===== config.mk =====
export PLATFORM = sky130hd
export DESIGN_NAME = stl_front
export DESIGN_NICKNAME = d
export VERILOG_FILES = /design/src/rtl/core/stl_pkg.sv /design/src/rtl/core/stl_front.sv
export SDC_FILE = /design/constraint.sdc
export NUM_CORES = 1
export LEC_CHECK = 0
export BUFFER_PORTS_ARGS = -buffer_cell sky130_fd_sc_hd__buf_4
export CORE_AREA = 2 2 98 100
export CTS_BUF_LIST = sky130_fd_sc_hd__clkbuf_2
export DETAILED_ROUTE_END_ITERATION = 8
export DIE_AREA = 0 0 100 102
export PLACE_DENSITY = 0.77
export SLEW_MARGIN = 30
export SYNTH_ARGS = -nofsm -noshare
export SYNTH_HDL_FRONTEND = slang
export SYNTH_SLANG_ARGS = --single-unit
export TNS_END_PERCENT = 100

===== constraint.sdc =====
create_clock -name i_clk -period 3.17 [get_ports i_clk]
set_clock_uncertainty 0.15 [all_clocks]
set_input_delay 0 -clock i_clk [delete_from_list [all_inputs] [get_ports i_clk]]
set_output_delay 0 -clock i_clk [all_outputs]
set_load 0.03 [all_outputs]

===== src/rtl/core/stl_pkg.sv =====
// Shared types and constants for the spatio-temporal Laplacian filter.
// No dependencies; every other file in rtl/core imports this package.
`default_nettype none
package stl_pkg;

    localparam int MAX_WIDTH  = 512;
    localparam int MAX_HEIGHT = 512;
    localparam int COORD_W    = $clog2(MAX_WIDTH);
    localparam int ADDR_W     = $clog2(MAX_WIDTH / 2) + $clog2(MAX_HEIGHT / 2);
    localparam int PIX_W      = 24;
    localparam int NUM_BANKS  = 3;
    localparam int NUM_SUBS   = 4;
    localparam int QDEPTH     = 4;

    localparam logic [1:0] CFG_FRAME_WIDTH  = 2'd0;
    localparam logic [1:0] CFG_FRAME_HEIGHT = 2'd1;
    localparam logic [1:0] CFG_OUTPUT_BIAS  = 2'd2;

    typedef struct packed {
        logic [COORD_W-1:0] x;
        logic [COORD_W-1:0] y;
        logic [PIX_W-1:0]   pix;
        logic               filter;
        logic               use_old;
        logic               store;
        logic               frame_end;
        logic [1:0]         bank_cur;
        logic [1:0]         bank_prev;
        logic [1:0]         bank_old;
    } t_item;

    function automatic logic [1:0] bank_next(input logic [1:0] b);
        logic [1:0] r;
        case (b)
            2'd0:    r = 2'd1;
            2'd1:    r = 2'd2;
            default: r = 2'd0;
        endcase
        return r;
    endfunction

endpackage
`default_nettype wire


===== src/rtl/core/stl_front.sv =====
// Front part: configuration registers, raster counters, frame rotation and
// classification of each incoming pixel word. Depends on stl_pkg.
`default_nettype none
module stl_front
    import stl_pkg::*;
(
    input  wire logic        i_clk,
    input  wire logic        i_rst_n,
    input  wire logic        i_cfg_we,
    input  wire logic [1:0]  i_cfg_index,
    input  wire logic [10:0] i_cfg_data,
    input  wire logic        i_in_valid,
    output logic             o_in_ready,
    input  wire logic [7:0]  i_blue_in,
    input  wire logic [7:0]  i_green_in,
    input  wire logic [7:0]  i_red_in,
    input  wire logic        i_full,
    output logic             o_push,
    output t_item            o_item,
    output logic [7:0]       o_bias
);
    logic [10:0] r_width;
    logic [10:0] r_height;
    logic [7:0]  r_bias;
    logic [9:0]  r_col;
    logic [9:0]  r_line;
    logic [1:0]  r_bank;
    logic [1:0]  r_frames;

    logic [10:0] w;
    logic [10:0] h;
    logic [10:0] ew;
    logic [10:0] eh;
    logic        last_col;
    logic        last_line;
    logic        inner;

    always_comb begin
        w = (r_width < 11'd3) ? 11'd3 : ((r_width > 11'd1024) ? 11'd1024 : r_width);
        h = (r_height < 11'd3) ? 11'd3 : ((r_height > 11'd1024) ? 11'd1024 : r_height);
        ew = (w > 11'(MAX_WIDTH)) ? 11'(MAX_WIDTH) : w;
        eh = (h > 11'(MAX_HEIGHT)) ? 11'(MAX_HEIGHT) : h;
        last_col  = {1'b0, r_col} >= (w - 11'd1);
        last_line = {1'b0, r_line} >= (h - 11'd1);
        inner = (r_col != '0) && (({1'b0, r_col} + 11'd1) < ew)
             && (r_line != '0) && (({1'b0, r_line} + 11'd1) < eh);

        o_item.x         = r_col[COORD_W-1:0];
        o_item.y         = r_line[COORD_W-1:0];
        o_item.pix       = {i_red_in, i_green_in, i_blue_in};
        o_item.filter    = (r_frames != 2'd0) && inner;
        o_item.use_old   = (r_frames == 2'd2);
        o_item.store     = ({1'b0, r_col} < 11'(MAX_WIDTH))
                        && ({1'b0, r_line} < 11'(MAX_HEIGHT));
        o_item.frame_end = last_col && last_line;
        o_item.bank_cur  = r_bank;
        o_item.bank_old  = bank_next(r_bank);
        o_item.bank_prev = bank_next(bank_next(r_bank));
    end

    assign o_in_ready = !i_full;
    assign o_push     = i_in_valid && !i_full;
    assign o_bias     = r_bias;

    always_ff @(posedge i_clk) begin
        if (!i_rst_n) begin
            r_width  <= 11'd640;
            r_height <= 11'd480;
            r_bias   <= 8'd127;
            r_col    <= '0;
            r_line   <= '0;
            r_bank   <= '0;
            r_frames <= '0;
        end else begin
            if (i_cfg_we) begin
                case (i_cfg_index)
                    CFG_FRAME_WIDTH:  r_width  <= i_cfg_data;
                    CFG_FRAME_HEIGHT: r_height <= i_cfg_data;
                    CFG_OUTPUT_BIAS:  r_bias   <= i_cfg_data[7:0];
                    default: ;
                endcase
            end
            if (o_push) begin
                if (last_col) begin
                    r_col <= '0;
                    if (last_line) begin
                        r_line <= '0;
                        r_bank <= bank_next(r_bank);
                        if (r_frames != 2'd2) begin
                            r_frames <= r_frames + 2'd1;
                        end
                    end else begin
                        r_line <= r_line + 10'd1;
                    end
                end else begin
                    r_col <= r_col + 10'd1;
                end
            end
        end
    end

    a_bank_range: assert property (@(posedge i_clk) disable iff (!i_rst_n)
        r_bank != 2'd3) else $error("bank pointer out of range");
    a_frames_sat: assert property (@(posedge i_clk) disable iff (!i_rst_n)
        r_frames != 2'd3) else $error("frame count passed saturation");
    a_end_wraps: assert property (@(posedge i_clk) disable iff (!i_rst_n)
        o_push && o_item.frame_end |=> r_col == '0 && r_line == '0)
        else $error("counters did not wrap after frame end");
endmodule
`default_nettype wire


### Word-level counts from Yosys, hierarchy flattened

Index checks and enable logic that the tools add are counted.
Widths: inputs -> output; s select.

* bits in registers: 54
* memories kept: 0
* bits in latches: 0
* word-level logic and storage cells: 62
* memory bits (read-only): 0
* memory bits (writable): 0
* output and inout bits: 62

* divide/modulo/power cells: 0
* multiply operators: 0
* eq/ne operators: 6
* bitwise operators: 0
* reduce and logical (&&, ||, !) cells: 20
* shift-type cells: 0
* $lt $le $gt $ge: 12
* muxes and demuxes: 10
* add/sub/neg operators: 7

Operators by type and width (count)
* $mux 11: 6
* $add 10x1->11 const B: 2
* $ge 10x11->1: 2
* $gt 11x10->1 const B: 2
* $gt 11x11->1 const B: 2
* $lt 11x11->1: 2
* $lt 11x2->1 const B: 2
* $sub 11x1->11 const B: 2
* $add 10x1->10 const B: 2
* $lt 10x10->1 const B: 2
* $mux 10: 2
* $reduce_bool 10->1: 2
* $pmux 2 s2: 2
* $reduce_and 2->1: 4
* $logic_and 1x1->1: 7
* $eq 2x1->1 const B: 3
* $logic_not 2->1: 3
* $eq 2x2->1 const B: 2
* $reduce_and 4->1: 1
* $reduce_and 3->1: 1
* $add 2x1->2 const B: 1
* $ne 2x2->1 const B: 1
* $reduce_bool 2->1: 1
* $logic_not 1->1: 1

### Longest topological paths before layout

* depth after elaboration: 10
* gate-level depth with buffers: 17
* gate-level depth less buffers: 15

### Least setup slack after synthesis

Ideal clock, no wire load.

* path type: register -> output
* start: register r_width[2]
* end: output port o_item[6] (netlist bit)
* arrival time: 3.340 ns
* path buffers: 2
* cell stages (with the launch flop): 16
* required time: 3.020 ns
* slack: -0.320 ns
* cells stage by stage: dfxtp_1 -> buf_2 -> nor4_1 -> and3_1 -> buf_4 -> o21bai_1 -> ha_1 -> nor2b_1 -> a41oi_1 -> o21ai_0 -> ha_1 -> o21a_1 -> nor2_1 -> a211oi_2 -> o21ai_1 -> nor3_1

RTL lines
* from (decl): line stl_front.sv:22 `logic [10:0] r_width;`
* from (signal assigned): line stl_front.sv:77 `CFG_FRAME_WIDTH: r_width <= i_cfg_data;`
* to (decl): line stl_front.sv:19 `output t_item o_item,`

==> results by group <==
STA
  – PnR worst setup slack: -494 ps
  – Final period utilization: 116%
  – Total Negative Setup Slacks: -3340 ps
  – Peak Freq: 0.273 GHz
  – Crit path time final: 3660 ps
  – Final hold viol count: 0
  – RSZ-0062 raised after global routing: yes
  – Worst hold margin: 174 ps
  – Final setup vio count: 22
  – Max Slew Vio Count: 0
  – Max_slew headroom: 40.2%
  – Worst Tran Pin Value: 897 ps

Drt
  – Wire per inst: 16.4 um
  – # DRC: 0
  – DR iter-0 viols: 298
  – Post-Route WL: 13.5 mm
  – Vias: 4808
  – TritonRoute pass-1 iters: 5
  – Via-to-Cell Ratio: 5.81
  – Final ANT Viol Nets: 0

Synth
  – Post-Syn Area: 0.00451 mm^2
  – Syn_area_per_cell: 7.65 um^2
  – Register bit total from synthesis: 54
  – Post-synthesis sequential area ratio: 24.0%
  – Yosys warns: 0
  – Post-synthesis async set-or-reset flop share: 0%
  – Most used flip-flop cell after synthesis: dfxtp_1
  – Post-synth top area cell: dfxtp_1
  – Post-synth top area share: 24.0%
  – Commonest cells in the netlist: 118 x nand2_1, 54 x dfxtp_1, 50 x ha_1, 44 x buf_4, 34 x nand3_1
  – Mapped Cells: 590
  – Area contributors post-synth: dfxtp_1 24%, ha_1 14%, nand2_1 9.8%
  – Most frequent cell after synthesis: nand2_1
  – Post-synth EDFFs: 0
  – Post-synthesis cell type count: 61

Clock network
  – Clk sink count: 54
  – CTS tree: yes
  – CTS Buf Count: 5
  – Root Buffer: clkbuf_2
  – Clock latency on the worst-skew pair: 460 ps
  – CTS max path bufs: 2
  – CTS H-tree lvls: 2
  – Clock-pin slew on the worst setup and hold paths: 270 ps

GRT
  – Initial antenna violation count: 0
  – Largest net degree at the start of global routing: 64
  – First-pass GRT wire length: 21.5 mm
  – Vias in the first global route: 4733
  – Grt total ovfl: 0
  – All-Layer GR Usage: 25.7%

Die
  – Die height: 102 um
  – Rows: 35
  – I/O pins: 104
  – Initial Util: 49.5%
  – Core Area: 0.00911 mm^2
  – Die area: 0.0102 mm^2
  – Die span in x: 100 um

Power and ir drop
  – Int Pwr: 1050 uW
  – Power density over cell area: 245 mW/mm^2
  – Net Sw Frac: 31.7%
  – Sequential Power Share: 46.7%
  – Lkg Pwr: 0.00278 uW
  – VDD IR max: 179 uV
  – Clock Power Share: 24.4%
  – NetSw: 485 uW
  – Comb pwr share: 28.9%

Worst hold path
  – Hold Crit Class: primary input to flip-flop

Worst setup path
  – Critical path launch point type: flip-flop
  – FF-to-FF End: r_frames[1]
  – CP Data Arrival Time: 3510 ps
  – R2R Setup Slk: -360 ps
  – Most used cell along the critical path: buf_6
  – Worst path cell trace: nor4_4, and3_4, o21bai_4, buf_6, ha_4, nand2b_4, o21ai_4, nor2b_4, buf_6, nand2_4, ha_4, a21oi_2, nor2b_1, o21ai_1, nand3_1, nor4_2, and3_4, buf_6
  – Critical path's largest stage delay: 400 ps
  – CP Class: flip-flop to output pin
  – Slowest CP cell: dfxtp_2
  – CP Max Fanout: 5
  – Top delay family on crit path: simple AND/OR/NAND/NOR gates
  – Timing endpoint of the critical path: o_item[9]
  – Crit path depth: 18
  – R2R Path Start: r_width[8]
  – CP bufs+invs: 3
  – Kind of end point of the critical path: output pin
  – Critical path launch point: r_width[8]
  – R2R depth: 16
  – Crit path required time: 3020 ps

Placement
  – Placed Cells: 738
  – GP Congestion: 0.902
  – DP HPWL: 9.03 mm
  – IO Port Bufs: 55
  – Placed inst area: 0.00509 mm^2

Final layout
  – Area Growth Syn to Fin: 38.4%
  – Final net count: 807
  – Fin cells: 827
  – Proportion of layout cells with a drive suffix above 1: 29.3%
  – Design area: 0.00624 mm^2
  – ANT cells: 0

Outcome
  – Outcome: finished, violations left
  – Failing checks: setup timing

Flow run
  – Max_cap viols: 0
-- power by group through the flow --
stage	Clock (uW)	Sequential, uW	Combinational (uW)
floorplan	0	737	233
global placement	0	724	286
detailed placement	0	724	297
CTS	366	714	405
global route	394	718	478
finish	373	715	443
-- worst reg2reg max path, delay by kind of cell (launching register included) --
kind / cells / cell delay (ps)
AND/OR/NAND/NOR: 5 / 1130
AO/OA/AOI/OAI: 6 / 740
adder cells (fa/ha/maj): 2 / 460
flip-flops: 1 / 400
buffers and inverters: 2 / 310
multiplexers: 1 / 300
-- layer usage --
metal	share of wire [%]	wire (um)	track usage, %
met5	0	0	0
met2	50	6810	47.8
met1	40	5370	30.7
met3	7.0	945	3.01
met4	2.9	395	8.85
-- cell families (layout without fill, tap and decap cells) --
family                   count (synthesis)  count (layout)  synth area share [%]
AND/OR/NAND/NOR                        265             265                  28.9
XOR/XNOR                                18              18                  3.49
buffers and inverters                   86             209                  11.1
multiplexers                             4               4                 0.887
flip-flops                              54              54                  24.0
AO/OA/AOI/OAI                          112             114                  17.8
adder cells (fa/ha/maj)                 50              50                  13.9
other                                    1               2                0.0831
-- registers in the layout, summed over array words and instances (netlist names) --
| register | cells |
|---|---|
| r_height | 11 |
| r_col | 10 |
| r_frames | 2 |
| r_width | 11 |
| r_bank | 2 |
| r_line | 10 |
| o_bias | 8 |
-- cells in the final DEF, fill, tap and decap left out, types with 11 or more instances in the layout --
| cell type | count |
|---|---|
| inv_1 | 16 |
| dlygate4sd3_1 | 59 |
| nor2b_1 | 11 |
| xnor2_1 | 11 |
| buf_4 | 114 |
| dfxtp_1 | 48 |
| nand3_1 | 33 |
| nand2_1 | 116 |
| nor2_1 | 25 |
| ha_1 | 46 |
| a21boi_0 | 17 |
| a21oi_1 | 15 |
-- metrics by stage --
step / power, uW / worst slack (ps) / utilization (%)
floorplan: 970 / 3.80 / -
global placement: 1010 / -32.8 / 55.9
detailed placement: 1020 / -215 / 55.9
CTS: 1480 / -500 / 66.2
global route: 1590 / -669 / 68.5
finish: 1530 / -494 / 68.5
-- layout make-up --
| cell class | count | area, um^2 |
|---|---|---|
| Tap cell | 111 | 139 |
| Clock buffer | 7 | 35.0 |
| Clock inverter | 1 | 30.0 |
| Fill cell | 716 | 2870 |
| Multi-Input combinational cell | 453 | 3310 |
| Timing Repair Buffer | 184 | 1580 |
| Sequential cell | 54 | 1090 |
| Inverter | 17 | 63.8 |
-- worst min-delay path by stage --
stage	start	to	slack, ps	depth (start not counted)
floorplan	i_full	o_in_ready	-30	1
global placement	i_blue_in[0]	o_item[10]	-150	0
detailed placement	i_blue_in[0]	o_item[10]	-150	0
CTS	i_cfg_data[6]	r_height[6]	180	4
global route	i_cfg_data[7]	r_height[7]	170	4
finish	i_cfg_data[2]	o_bias[2]	170	4
-- what timing repair did --
| item | in CTS | in global routing |
|---|---|---|
| gates cloned | 2 | 1 |
| resized for setup | 43 | 35 |
| pin swaps | 21 | 24 |
| hold buffers | 59 | 0 |
| hold endpoints to repair | 65 | 0 |
| endpoints found under the setup margin | 26 | 26 |
| setup buffers | 13 | 6 |
(Power assumes the default switching activity.)
