File: src/rtl/core/stl_pkg.sv
// Shared types and constants for the spatio-temporal Laplacian filter.
// No dependencies; every other file in rtl/core imports this package.
`default_nettype none
package stl_pkg;

    localparam int MAX_WIDTH  = 512;
    localparam int MAX_HEIGHT = 512;
    localparam int COORD_W    = $clog2(MAX_WIDTH);
    localparam int ADDR_W     = $clog2(MAX_WIDTH / 2) + $clog2(MAX_HEIGHT / 2);
    localparam int PIX_W      = 24;
    localparam int NUM_BANKS  = 3;
    localparam int NUM_SUBS   = 4;
    localparam int QDEPTH     = 4;

    localparam logic [1:0] CFG_FRAME_WIDTH  = 2'd0;
    localparam logic [1:0] CFG_FRAME_HEIGHT = 2'd1;
    localparam logic [1:0] CFG_OUTPUT_BIAS  = 2'd2;

    typedef struct packed {
        logic [COORD_W-1:0] x;
        logic [COORD_W-1:0] y;
        logic [PIX_W-1:0]   pix;
        logic               filter;
        logic               use_old;
        logic               store;
        logic               frame_end;
        logic [1:0]         bank_cur;
        logic [1:0]         bank_prev;
        logic [1:0]         bank_old;
    } t_item;

    function automatic logic [1:0] bank_next(input logic [1:0] b);
        logic [1:0] r;
        case (b)
            2'd0:    r = 2'd1;
            2'd1:    r = 2'd2;
            default: r = 2'd0;
        endcase
        return r;
    endfunction

endpackage
`default_nettype wire

File: src/rtl/core/stl_queue.sv
// Short queue of classified words between the front and back parts.
// Depends on stl_pkg for the word type and depth.
`default_nettype none
module stl_queue
    import stl_pkg::*;
(
    input  wire logic  i_clk,
    input  wire logic  i_rst_n,
    input  wire logic  i_push,
    input  wire t_item i_item,
    output logic       o_full,
    input  wire logic  i_pop,
    output t_item      o_item,
    output logic       o_empty
);
    localparam int PTR_W = $clog2(QDEPTH);

    t_item              r_mem [QDEPTH];
    logic [PTR_W-1:0]   r_wptr;
    logic [PTR_W-1:0]   r_rptr;
    logic [PTR_W:0]     r_count;
    logic [PTR_W:0]     n_count;

    always_comb begin
        n_count = r_count;
        if (i_push && !i_pop) begin
            n_count = r_count + 1'b1;
        end else if (i_pop && !i_push) begin
            n_count = r_count - 1'b1;
        end
    end

    always_ff @(posedge i_clk) begin
        if (!i_rst_n) begin
            r_wptr  <= '0;
            r_rptr  <= '0;
            r_count <= '0;
        end else begin
            r_count <= n_count;
            if (i_push) begin
                r_wptr <= r_wptr + 1'b1;
            end
            if (i_pop) begin
                r_rptr <= r_rptr + 1'b1;
            end
        end
    end

    always_ff @(posedge i_clk) begin
        if (i_push) begin
            r_mem[r_wptr] <= i_item;
        end
    end

    assign o_item  = r_mem[r_rptr];
    assign o_empty = (r_count == '0);
    assign o_full  = (r_count == (PTR_W+1)'(QDEPTH));
endmodule
`default_nettype wire

File: config.mk
export PLATFORM = sky130hd
export DESIGN_NAME = stl_queue
export DESIGN_NICKNAME = d
export VERILOG_FILES = /design/src/rtl/core/stl_pkg.sv /design/src/rtl/core/stl_queue.sv
export SDC_FILE = /design/constraint.sdc
export NUM_CORES = 1
export LEC_CHECK = 0
export BUFFER_PORTS_ARGS = -buffer_cell sky130_fd_sc_hd__buf_4
export CORE_MARGIN = 2
export CORE_UTILIZATION = 57
export DETAILED_ROUTE_END_ITERATION = 10
export HOLD_SLACK_MARGIN = 0.08
export PLACE_DENSITY = 0.79
export SYNTH_ARGS = -nofsm -noshare
export SYNTH_HDL_FRONTEND = slang
export SYNTH_SLANG_ARGS = --single-unit
File: constraint.sdc
create_clock -name i_clk -period 2.62 [get_ports i_clk]
set_input_delay 0.524 -clock i_clk [delete_from_list [all_inputs] [get_ports i_clk]]
set_output_delay 0.524 -clock i_clk [all_outputs]
set_load 0.005 [all_outputs]
* After elaboration in Yosys (flattened, before gate mapping)
Memories as Yosys holds them, arrays and structs flattened. A register that Yosys moved wholly into a read port is not among the register bits. Index checks and enable logic that the tools add are counted.
Storage, ports and cells: output and inout port bits 54, word-level logic and storage cells 21, memories kept 1, RAM bits 208, flip-flop bits (word level) 7, input bits 56
Memory list:
- r_mem | depth 4, bits a word 52, read ports 1, clocked after Yosys merged registers in 1, wr ports 1, line stl_queue.sv:18 | t_item r_mem [QDEPTH];
Operators by class: equal/unequal tests 1, multiplexer cells 6, add/subtract/negate cells 4, reductions and logical operators 6
Operator list (number):
- $mux W3 | 2
- $add A2 B1 Y2 const B | 2
- $mux W2 | 2
- $add A3 B1 Y3 const B | 1
- $eq A3 B3 Y1 const B | 1
- $logic_not A3 Y1 | 1
- $sub A3 B1 Y3 const B | 1
- $logic_and A1 B1 Y1 | 2
- $logic_not A1 Y1 | 2
- $mux W1 | 2
- $reduce_bool A2 Y1 | 1

* Depth between registers and ports, before layout
Gate-level depths: netlist of run 1.
word-level depth 4, mapped depth 7, gate-level depth less buffers 7

* Worst setup path after synthesis of run 1
Ideal clock, no wire load.
path kind register to register, start register r_wptr[0], end memory r_mem[2][0] in the netlist's numbering (enable), cell stages (with the launch flop) 4, arrival 1.778 ns, library setup time 0.415 ns, buffers on the path 0, slack 0.427 ns, clock period less this slack 2.193 ns, data required time 2.205 ns, cell sequence dfxtp_1 -> inv_1 -> ha_1 -> and2_1
RTL lines:
- from (decl) | line stl_queue.sv:19 | logic [PTR_W-1:0] r_wptr;
- from (signal assigned) | line stl_queue.sv:41 | r_wptr <= r_wptr + 1'b1;
- to (decl) | line stl_queue.sv:18
Straight into the memory's write port.

==> results of run 1 <==
[registers in the layout, indices dropped and copies added (netlist names), named ones only]
signal,flops
r_count,3
r_wptr,2
r_rptr,2
r_mem,208
[critical path, delay by kind of cell, from the launching register on]
family | cells | cell delay, ns
mux | 1 | 0.53
flops | 1 | 0.45
buf+inv | 2 | 0.40
[power groups by stage]
| stage | clock [µW] | sequential (µW) | combinational [µW] |
|---|---|---|---|
| 2_1_floorplan | 0 | 4090 | 423 |
| 3_3_place_gp | 0 | 4110 | 766 |
| 3_5_place_dp | 0 | 4120 | 785 |
| 4_1_cts | 2990 | 4050 | 791 |
| 5_1_grt | 3120 | 4050 | 869 |
| 6_report | 2920 | 4040 | 801 |
[placed cells by master, fill, tap and decap left out]
master      count
clkinv_2        4
xor2_1          3
mux4_2         50
buf_12          2
nor3_1          1
and2_2          4
nor3b_1         1
clkinv_1        6
o21ai_0         1
fa_1            1
buf_4         131
nor2b_1         2
clkinvlp_4      1
xnor2_1         2
inv_1           4
and2_1          5
ha_1            5
nand2_1         1
mux2i_1         2
bufinv_16       3
a21boi_0        1
or3_1           1
dfxtp_1         7
clkinv_4        2
edfxtp_1      208
clkbuf_16      21
dfxtp_2         1
mux4_1          2
dfxtp_4         1
[per-stage QoR]
| step | setup WS [ns] | total power (µW) |
|---|---|---|
| after floorplan | 0.427 | 4520 |
| after global placement | 0.560 | 4870 |
| after detailed placement | 0.491 | 4910 |
| after CTS | 0.0346 | 7830 |
| after global routing | 0.152 | 8030 |
| final | 0.246 | 7760 |
[layer usage]
layer	up-vias	GRT usage [%]	share of wire, %
li1	1617	-	-
met1	1871	25.0	41
met2	106	30.7	51
met3	26	3.30	5.1
met4	0	5.32	2.3
met5	-	0	0
[what timing repair did]
action,4_1_cts,5_1_grt
endpoints found under the setup margin,0,19
buffers inserted,0,9
hold buffers,0,0
[area by class of cell]
type | instances | share of cell area, %
sequential | 217 | 65.5
timing repair buffer | 133 | 10.4
clock buffer | 21 | 5.36
clock inverter | 16 | 1.61
inverter | 4 | 0.153
multi-input combinational | 82 | 14.6
tap | 180 | 2.30
[final timing paths]
check                  start  slack [ns]  cells after the start      endpoint
hold / removal    i_item[26]        0.24                      1  r_mem[2][26]
setup / recovery   flip-flop        0.25                      3     o_item[5]
setup reg to reg   r_wptr[0]        0.94                      4  r_mem[2][23]
hold reg to reg   r_count[2]        0.54                      2    r_count[2]
[cells by family after synthesis]
group                    count (synthesis)  share of synthesized area [%]
AO/OA/AOI/OAI                            2                          0.156
XOR/XNOR                                 5                          0.547
adder cells (fa/ha/maj)                  6                           1.03
buffers and inverters                   16                           1.94
flip-flops                             217                           80.2
multiplexers                            54                           15.0
AND/OR/NAND/NOR                         15                           1.14
==> reports/qor.yml, run 1 <==
synth:
  yosysWarnings: 0
  ys_async_sr_fraction_pct: 0
  synth_area_leaders: "edfxtp_1 (78%), mux4_2 (14%), dfxtp_1 (2.2%)"
  synthMostInstantiatedCell: "edfxtp_1"
  synth_top_cell_area_share_pct: 78.0
  synth.top_cells.by_count: "edfxtp_1 (208), mux4_2 (50), and2_1 (9), dfxtp_1 (9)"
  synthesis.area_mm2: 0.00801
  synthCells: 315
  synth-seq-area-share_pct: 80.2
  synth_cell_types: 22
  synth_largest_area_cell: "edfxtp_1"
  syn_area_per_cell_um2: 25.4
  synth_nets: 377
  ys.flop_type: "edfxtp_1"
  synth_edf_count: 208
  synth-seq-cells: 217
drt:
  vias: 3620
  viasPerCell: 5.54
  drtPass1Iterations: 4
  wl_per_cell_um: 20.7
  wl_um: 13500
  remaining_drc_errors: 0
  drtAntennaViolNets: 0
  drt_iter0_markers: 224
pwr:
  p_per_area_mw_per_mm2: 791
  switchingPower_uw: 1560
  p_clk_share_pct: 37.6
  seqPwrFrac_pct: 52.0
  intPower_uw: 6200
  swShare_pct: 20.1
  ir_drop_mv: 0.580
  leakage_uw: 0.00340
  comb_power_share_pct: 10.3
placement:
  portBuffers: 109
  dp_cells: 607
  place_congestion: 0.701
  placed_area_mm2: 0.00906
  hpwlAfterDp_um: 8500
floorplanning:
  die_h_um: 123
  placementRows: 43
  die_area_mm2: 0.0150
  core_mm2: 0.0138
  start_util_pct: 57.9
  dieWidth_um: 123
  io_pins: 110
status:
  outcome: "finished clean"
sta:
  slew_violations: 0
  fin_crit_ns: 2.37
  tightest_slew_ns: 0.534
  relSlewSlack_pct: 64.4
  fin_crit_sh_pct: 90.6
  max_freq_ghz: 0.421
  hold_viol: 0
  hold_slack_ns: 0.239
  skew_ns: 0.0152
  setup_viol: 0
  fin_tns_setup_ns: 0
  rsz0062_at_grt: "no"
clocking:
  cts_tree: "done"
  post_cts_resized: 0
  cts.clk_slew.worst_paths_ns: 0.07
  clock_path_buffers: 3
  htreeDepth: 1
  clock_latency_ns: 0.48
  cts.sinks: 217
  clock-root-buffer: "clkbuf_16"
  numCtsBuffers: 21
worst_setup_path:
  cp.arrival_ns: 1.85
  cpPeakStageDelay_ns: 0.53
  required_ns: 2.10
  path_class: "flip-flop to primary output"
  end_kind: "primary output"
  crit_slowest_cell: "mux4_2"
  critPathLaunchType: "flip-flop"
  path_cells: "buf_4 -> mux4_2 -> buf_4"
  critical-path-top-cell-by-count: "buf_4"
  path_max_fanout: 14
cells_and_area:
  final_area_mm2: 0.00981
  diodes: 0
  n_fill_cell: 817
  nNetsFinal: 521
  multi_input_comb_area_mm2: 0.00143
  seq_area_mm2: 0.00643
  syn_to_final_growth_pct: 22.5
  fin_cells: 653
  utilization_pct: 71.0
  layout-drive-gt1-share_pct: 46.5
job:
  cap_violations: 0
min_path:
  holdCritPathClass: "input port to flip-flop"
grt:
  antenna_found_initial: 0
  grt_pass1_vias: 3685
  grt_max_degree: 34
  track_usage_pct: 18.3
  grt_first_pass_wirelength_um: 20300
  grt-ovfl-total: 0
Power figures use the tool's default switching activity.
==> run 2, diff against run 1 <==
Settings changed: PLACE_DENSITY 0.79 to 0.89.
==> run 2 against run 1 <==
Against the previous run:
- critical path depth is the same
- sequential cell count stayed put
- clock-buffer cell count up 4
- highest routed layer unchanged
==> reports/qor.yml, run 2 (synthesized netlist as in run 1, its figures left out) <==
worst_setup_path:
  reg2reg_depth: 4  # unchanged
  critical-path-top-cell-by-count: "buf_4"  # unchanged
  r2r_start: "r_wptr[0]"  # unchanged
  ff2ff_setup_slack_ns: 0.89  # was 0.94 ns
  end_kind: "primary output"  # unchanged
  crit_slowest_cell: "mux4_2"  # unchanged
  path_cells: "buf_4 -> mux4_2 -> buf_4"  # unchanged
  cp_num_buf_inv: 2  # unchanged
  cp.arrival_ns: 1.86  # was 1.85 ns
  critPathTopFamily: "multiplexers"  # unchanged
  required_ns: 2.10  # about the same
  r2r-end: "r_mem[2][0]"  # was r_mem[2][23]
  path_depth: 3  # unchanged
  critPathLaunchType: "flip-flop"  # unchanged
  path_max_fanout: 9  # was 14
  path_class: "flip-flop to primary output"  # unchanged
  cpPeakStageDelay_ns: 0.54  # was 0.53 ns
drt:
  vias: 3657  # was 3620
  remaining_drc_errors: 0  # unchanged
  wl_per_cell_um: 21.4  # was 20.7 µm
  viasPerCell: 5.62  # was 5.54
  drtPass1Iterations: 4  # unchanged
  drtAntennaViolNets: 0  # unchanged
  drt_iter0_markers: 207  # was 224
  wl_um: 13900  # was 13500 µm
sta:
  fin_tns_setup_ns: 0  # unchanged
  fin_crit_sh_pct: 91.1  # was 90.6%
  setup_viol: 0  # unchanged
  slew_violations: 0  # unchanged
  hold_viol: 0  # unchanged
  fin_crit_ns: 2.39  # was 2.37 ns
  max_freq_ghz: 0.419  # was 0.421 GHz
  relSlewSlack_pct: 58.3  # was 64.4%
  tightest_slew_ns: 0.626  # was 0.534 ns
  rsz0062_at_grt: "no"  # unchanged
  worst_slack_ns: 0.233  # was 0.246 ns
  skew_ns: 0.00999  # was 0.0152 ns
grt:
  antenna_found_initial: 0  # unchanged
  grt_first_pass_wirelength_um: 21200  # was 20300 µm
  grt-ovfl-total: 0  # unchanged
  grt_pass1_vias: 3894  # was 3685
  track_usage_pct: 19.0  # was 18.3%
  grt_max_degree: 33  # was 34
pwr:
  leakage_uw: 0.00339  # was 0.00340 µW
  ir_drop_mv: 0.593  # was 0.580 mV
  p_per_area_mw_per_mm2: 793  # was 791 mW/mm²
  power_uw: 7790  # was 7760 µW
floorplanning:
  start_util_pct: 57.9  # unchanged
  io_pins: 110  # unchanged
  die_area_mm2: 0.0150  # unchanged
  die_h_um: 123  # unchanged
  core_mm2: 0.0138  # unchanged
  placementRows: 43  # unchanged
  dieWidth_um: 123  # unchanged
clocking:
  cts.clk_slew.worst_paths_ns: 0.06  # was 0.07 ns
  post_cts_resized: 0  # unchanged
  htreeDepth: 1  # unchanged
  cts.sinks: 217  # unchanged
  numCtsBuffers: 22  # was 21
  clock-root-buffer: "clkbuf_16"  # unchanged
  cts_tree: "done"  # unchanged
  clock_path_buffers: 3  # unchanged
  clock_latency_ns: 0.48  # about the same
cells_and_area:
  final_area_mm2: 0.00983  # was 0.00981 mm²
  nNetsFinal: 517  # was 521
  diodes: 0  # unchanged
  final_cell_mix: "edfxtp_1 (208), buf_4 (123), mux4_2 (50)"  # was edfxtp_1 (208), buf_4 (131), mux4_2 (50)
  syn_to_final_growth_pct: 22.7  # was 22.5%
  final_common_cell: "edfxtp_1"  # unchanged
  largest_reg_flops: 208  # unchanged
  reg_top3: "r_mem: 208 flops, r_count: 3 flops"  # unchanged
  n_fill_cell: 812  # was 817
  layout-drive-gt1-share_pct: 45.2  # was 46.5%
  regMostFlops: "r_mem"  # unchanged
min_path:
  hold_start: "i_item[50]"  # was i_item[26]
  hold_end: "r_mem[2][50]"  # was r_mem[2][26]
  holdCritPathClass: "input port to flip-flop"  # unchanged
  hold_path_depth: 1  # unchanged
status:
  outcome: "finished clean"  # unchanged
placement:
  place_congestion: 0.715  # was 0.701
  portBuffers: 109  # unchanged
  hpwlAfterDp_um: 8680  # was 8500 µm
  dp_slack_ns: 0.529  # was 0.491 ns
  placed_area_mm2: 0.00911  # was 0.00906 mm²
job:
  cap_violations: 0  # unchanged
[run 2: cell types whose count changed in the layout (fill, tap and decap cells not counted), sizes merged]
cell / change
clkbuf: +4
buf: -5
clkinvlp: -1
clkinv: +1
bufinv: -1
[run 2: worst max path at each step]
stage | startpoint | end | slack (ns)
finish | flip-flop | o_item[4] | 0.23
CTS | flip-flop | o_item[45] | 0.0006
global placement | flip-flop | o_item[43] | 0.53
floorplan | r_wptr[0] | r_mem[2][0] | 0.43
detailed placement | flip-flop | o_item[45] | 0.53
global route | flip-flop | o_item[18] | 0.13
[run 2: metrics by stage]
step	utilization, %	std cells	hold slack (ns)
6_report	71.1	651	0.242
5_1_grt	71.1	651	0.222
4_1_cts	70.9	648	0.227
3_5_place_dp	65.9	608	0.526
3_3_place_gp	65.9	608	0.485
2_1_floorplan	-	315	0.472
[run 2: layout make-up]
| class | count | area [µm²] | share of cell area (%) |
|---|---|---|---|
| flip-flops and latches | 217 | 6430 | 65.5 |
| repair buffers | 128 | 1020 | 10.4 |
| inverters | 4 | 15.0 | 0.153 |
| clock buffers | 25 | 583 | 5.93 |
| well taps | 180 | 225 | 2.29 |
| clock inverters | 15 | 114 | 1.16 |
| multi-input cells | 82 | 1430 | 14.6 |
[run 2: what timing repair did]
| action | 4_1_cts | 5_1_grt |
|---|---|---|
| setup endpoints to repair | 0 | 17 |
| setup buffers | 0 | 3 |
| hold buffers | 0 | 0 |
[run 2: worst register-to-register path, delay by kind of cell (launching register included)]
| family | cells | cell delay (ns) |
|---|---|---|
| flip-flops | 1 | 0.34 |
| buffers and inverters | 2 | 0.40 |
| AND/OR/NAND/NOR | 1 | 0.55 |
| adder cells (fa/ha/maj) | 1 | 0.14 |
[run 2: per-layer routing]
layer	vias up	share of wire [%]	track usage, %
met3	15	6.2	4.55
met4	0	1.2	3.30
li1	1616	-	-
met5	-	0	0
met2	112	53	32.9
met1	1914	40	25.2
[run 2: report_power, final]
part	leakage, µW	switching, µW	total, µW	internal (µW)
registers	0.00199	54.3	4040	3980
clock network	0.000344	1170	2950	1780
logic	0.00106	347	805	458
==> run 3, diff against run 2 <==
Settings changed: CELL_PAD_IN_SITES_DETAIL_PLACEMENT set to 1, CELL_PAD_IN_SITES_GLOBAL_PLACEMENT set to 1, CORE_UTILIZATION 57 to 50.
==> run 3 against run 2 <==
Against the previous run:
- non-clock buffer count down 6
- routed wire length up 11%
- first-iteration DRC count down 5.8%
- clock power up 12%
- core utilization down 8.6 points
- die area up 14%
- combinational power down 1%
- sequential share of layout area down 0.17 points
==> reports/qor.yml, run 3 (synthesized netlist as in run 1, its figures left out) <==
floorplanning:
  die_area_mm2: 0.0170  # was 0.0150 mm²
  placementRows: 46  # was 43
  die_h_um: 131  # was 123 µm
  dieWidth_um: 131  # was 123 µm
  start_util_pct: 50.8  # was 57.9%
  io_pins: 110  # unchanged
  core_mm2: 0.0158  # was 0.0138 mm²
placement:
  hpwlAfterDp_um: 9680  # was 8680 µm
  place_congestion: 0.680  # was 0.715
  portBuffers: 109  # unchanged
  dp_cells: 641  # was 608
clocking:
  clock_latency_ns: 0.49  # was 0.48 ns
  cts_hold_buf: 0  # unchanged
  cts.clk_slew.worst_paths_ns: 0.06  # about the same
  numCtsBuffers: 23  # was 22
  htreeDepth: 1  # unchanged
  cts_tree: "done"  # unchanged
  clock_path_buffers: 3  # unchanged
  cts.sinks: 217  # unchanged
  clock-root-buffer: "clkbuf_16"  # unchanged
worst_setup_path:
  cp.arrival_ns: 1.96  # was 1.86 ns
  required_ns: 2.10  # about the same
  path_class: "flip-flop to primary output"  # unchanged
  end_kind: "primary output"  # unchanged
  path_max_fanout: 23  # was 9
  critPathLaunchType: "flip-flop"  # unchanged
cells_and_area:
  diodes: 0  # unchanged
  reg_top3: "r_mem: 208 flops, r_count: 3 flops"  # unchanged
  syn_to_final_growth_pct: 23.0  # was 22.7%
  utilization_pct: 62.5  # was 71.1%
  largest_reg_flops: 208  # unchanged
  fin_cells: 678  # was 651
  final_common_cell: "edfxtp_1"  # unchanged
  nNetsFinal: 512  # was 517
  n_fill_cell: 1330  # was 812
  layout-drive-gt1-share_pct: 45.7  # was 45.2%
  regMostFlops: "r_mem"  # unchanged
  final_cell_mix: "edfxtp_1 (208), buf_4 (120), mux4_2 (50)"  # was edfxtp_1 (208), buf_4 (123), mux4_2 (50)
sta:
  fin_crit_sh_pct: 94.9  # was 91.1%
  skew_ns: 0.0151  # was 0.00999 ns
  rsz0062_at_grt: "no"  # unchanged
  hold_viol: 0  # unchanged
  fin_tns_setup_ns: 0  # unchanged
  relSlewSlack_pct: 69.3  # was 58.3%
  slew_violations: 0  # unchanged
  setup_viol: 0  # unchanged
  fin_crit_ns: 2.49  # was 2.39 ns
  tightest_slew_ns: 0.461  # was 0.626 ns
  max_freq_ghz: 0.402  # was 0.419 GHz
drt:
  vias: 3626  # was 3657
  drtPass1Iterations: 4  # unchanged
  remaining_drc_errors: 0  # unchanged
  viasPerCell: 5.35  # was 5.62
  drt_iter0_markers: 195  # was 207
  wl_per_cell_um: 22.7  # was 21.4 µm
  wl_um: 15400  # was 13900 µm
  drtAntennaViolNets: 0  # unchanged
status:
  outcome: "finished clean"  # unchanged
job:
  cap_violations: 0  # unchanged
pwr:
  leakage_uw: 0.00338  # was 0.00339 µW
  ir_drop_mv: 0.601  # was 0.593 mV
  p_per_area_mw_per_mm2: 826  # was 793 mW/mm²
  power_uw: 8140  # was 7790 µW
grt:
  grt_first_pass_wirelength_um: 23400  # was 21200 µm
  track_usage_pct: 18.6  # was 19.0%
  grt_max_degree: 31  # was 33
  antenna_found_initial: 0  # unchanged
  grt_pass1_vias: 4071  # was 3894
  grt-ovfl-total: 0  # unchanged
min_path:
  holdCritPathClass: "input port to flip-flop"  # unchanged
-- run 3: through the flow --
stage	hold WS, ns	instance area (µm²)	setup slack, ns
2_1_floorplan	0.472	8010	0.427
3_3_place_gp	0.491	9080	0.615
3_5_place_dp	0.529	9080	0.559
4_1_cts	0.211	9850	0.0405
5_1_grt	0.211	9850	0.0216
6_report	0.229	9850	0.134
-- run 3: worst max-delay path, stage by stage (launching register included) --
cell and delay [ns]:
dfxtp_4 0.49, buf_12 0.25, mux4_2 0.56, buf_4 0.16
-- run 3: layer usage --
metal | share of wire [%] | wire [µm] | up-vias | GRT usage [%]
met5 | 0 | 0 | - | 0
met4 | 2.0 | 308 | 0 | 5.57
met3 | 5.3 | 819 | 28 | 4.11
met2 | 54 | 8370 | 101 | 33.7
met1 | 38 | 5920 | 1899 | 22.4
li1 | - | - | 1598 | -
-- run 3: final cells by class --
type / count / area (µm²) / area share (%)
repair buffers: 122 / 932 / 9.46
inverters: 4 / 15.0 / 0.152
clock buffers: 25 / 583 / 5.92
flip-flops and latches: 217 / 6430 / 65.3
well taps: 216 / 270 / 2.74
clock inverters: 12 / 185 / 1.88
multi-input cells: 82 / 1430 / 14.6
-- run 3: path summary, 6_finish.rpt --
path / startpoint / endpoint / slack (ns) / depth (start not counted)
worst max-delay path: flip-flop / o_item[14] / 0.13 / 3
worst min-delay path: i_item[32] / r_mem[2][32] / 0.23 / 1
worst max register to register: r_count[0] / r_count[2] / 1.07 / 4
worst min register to register: r_count[2] / r_count[2] / 0.54 / 2
-- run 3: what timing repair did --
| action | in CTS | in global routing |
|---|---|---|
| endpoints found under the setup margin | 0 | 5 |
| gates resized for setup | 0 | 1 |
| buffers inserted | 0 | 0 |
-- run 3: report_power, final --
group | internal [µW] | switching, µW
Clock | 2080 | 1220
Sequential | 3980 | 61.2
Combinational | 438 | 357
Total | 6500 | 1640
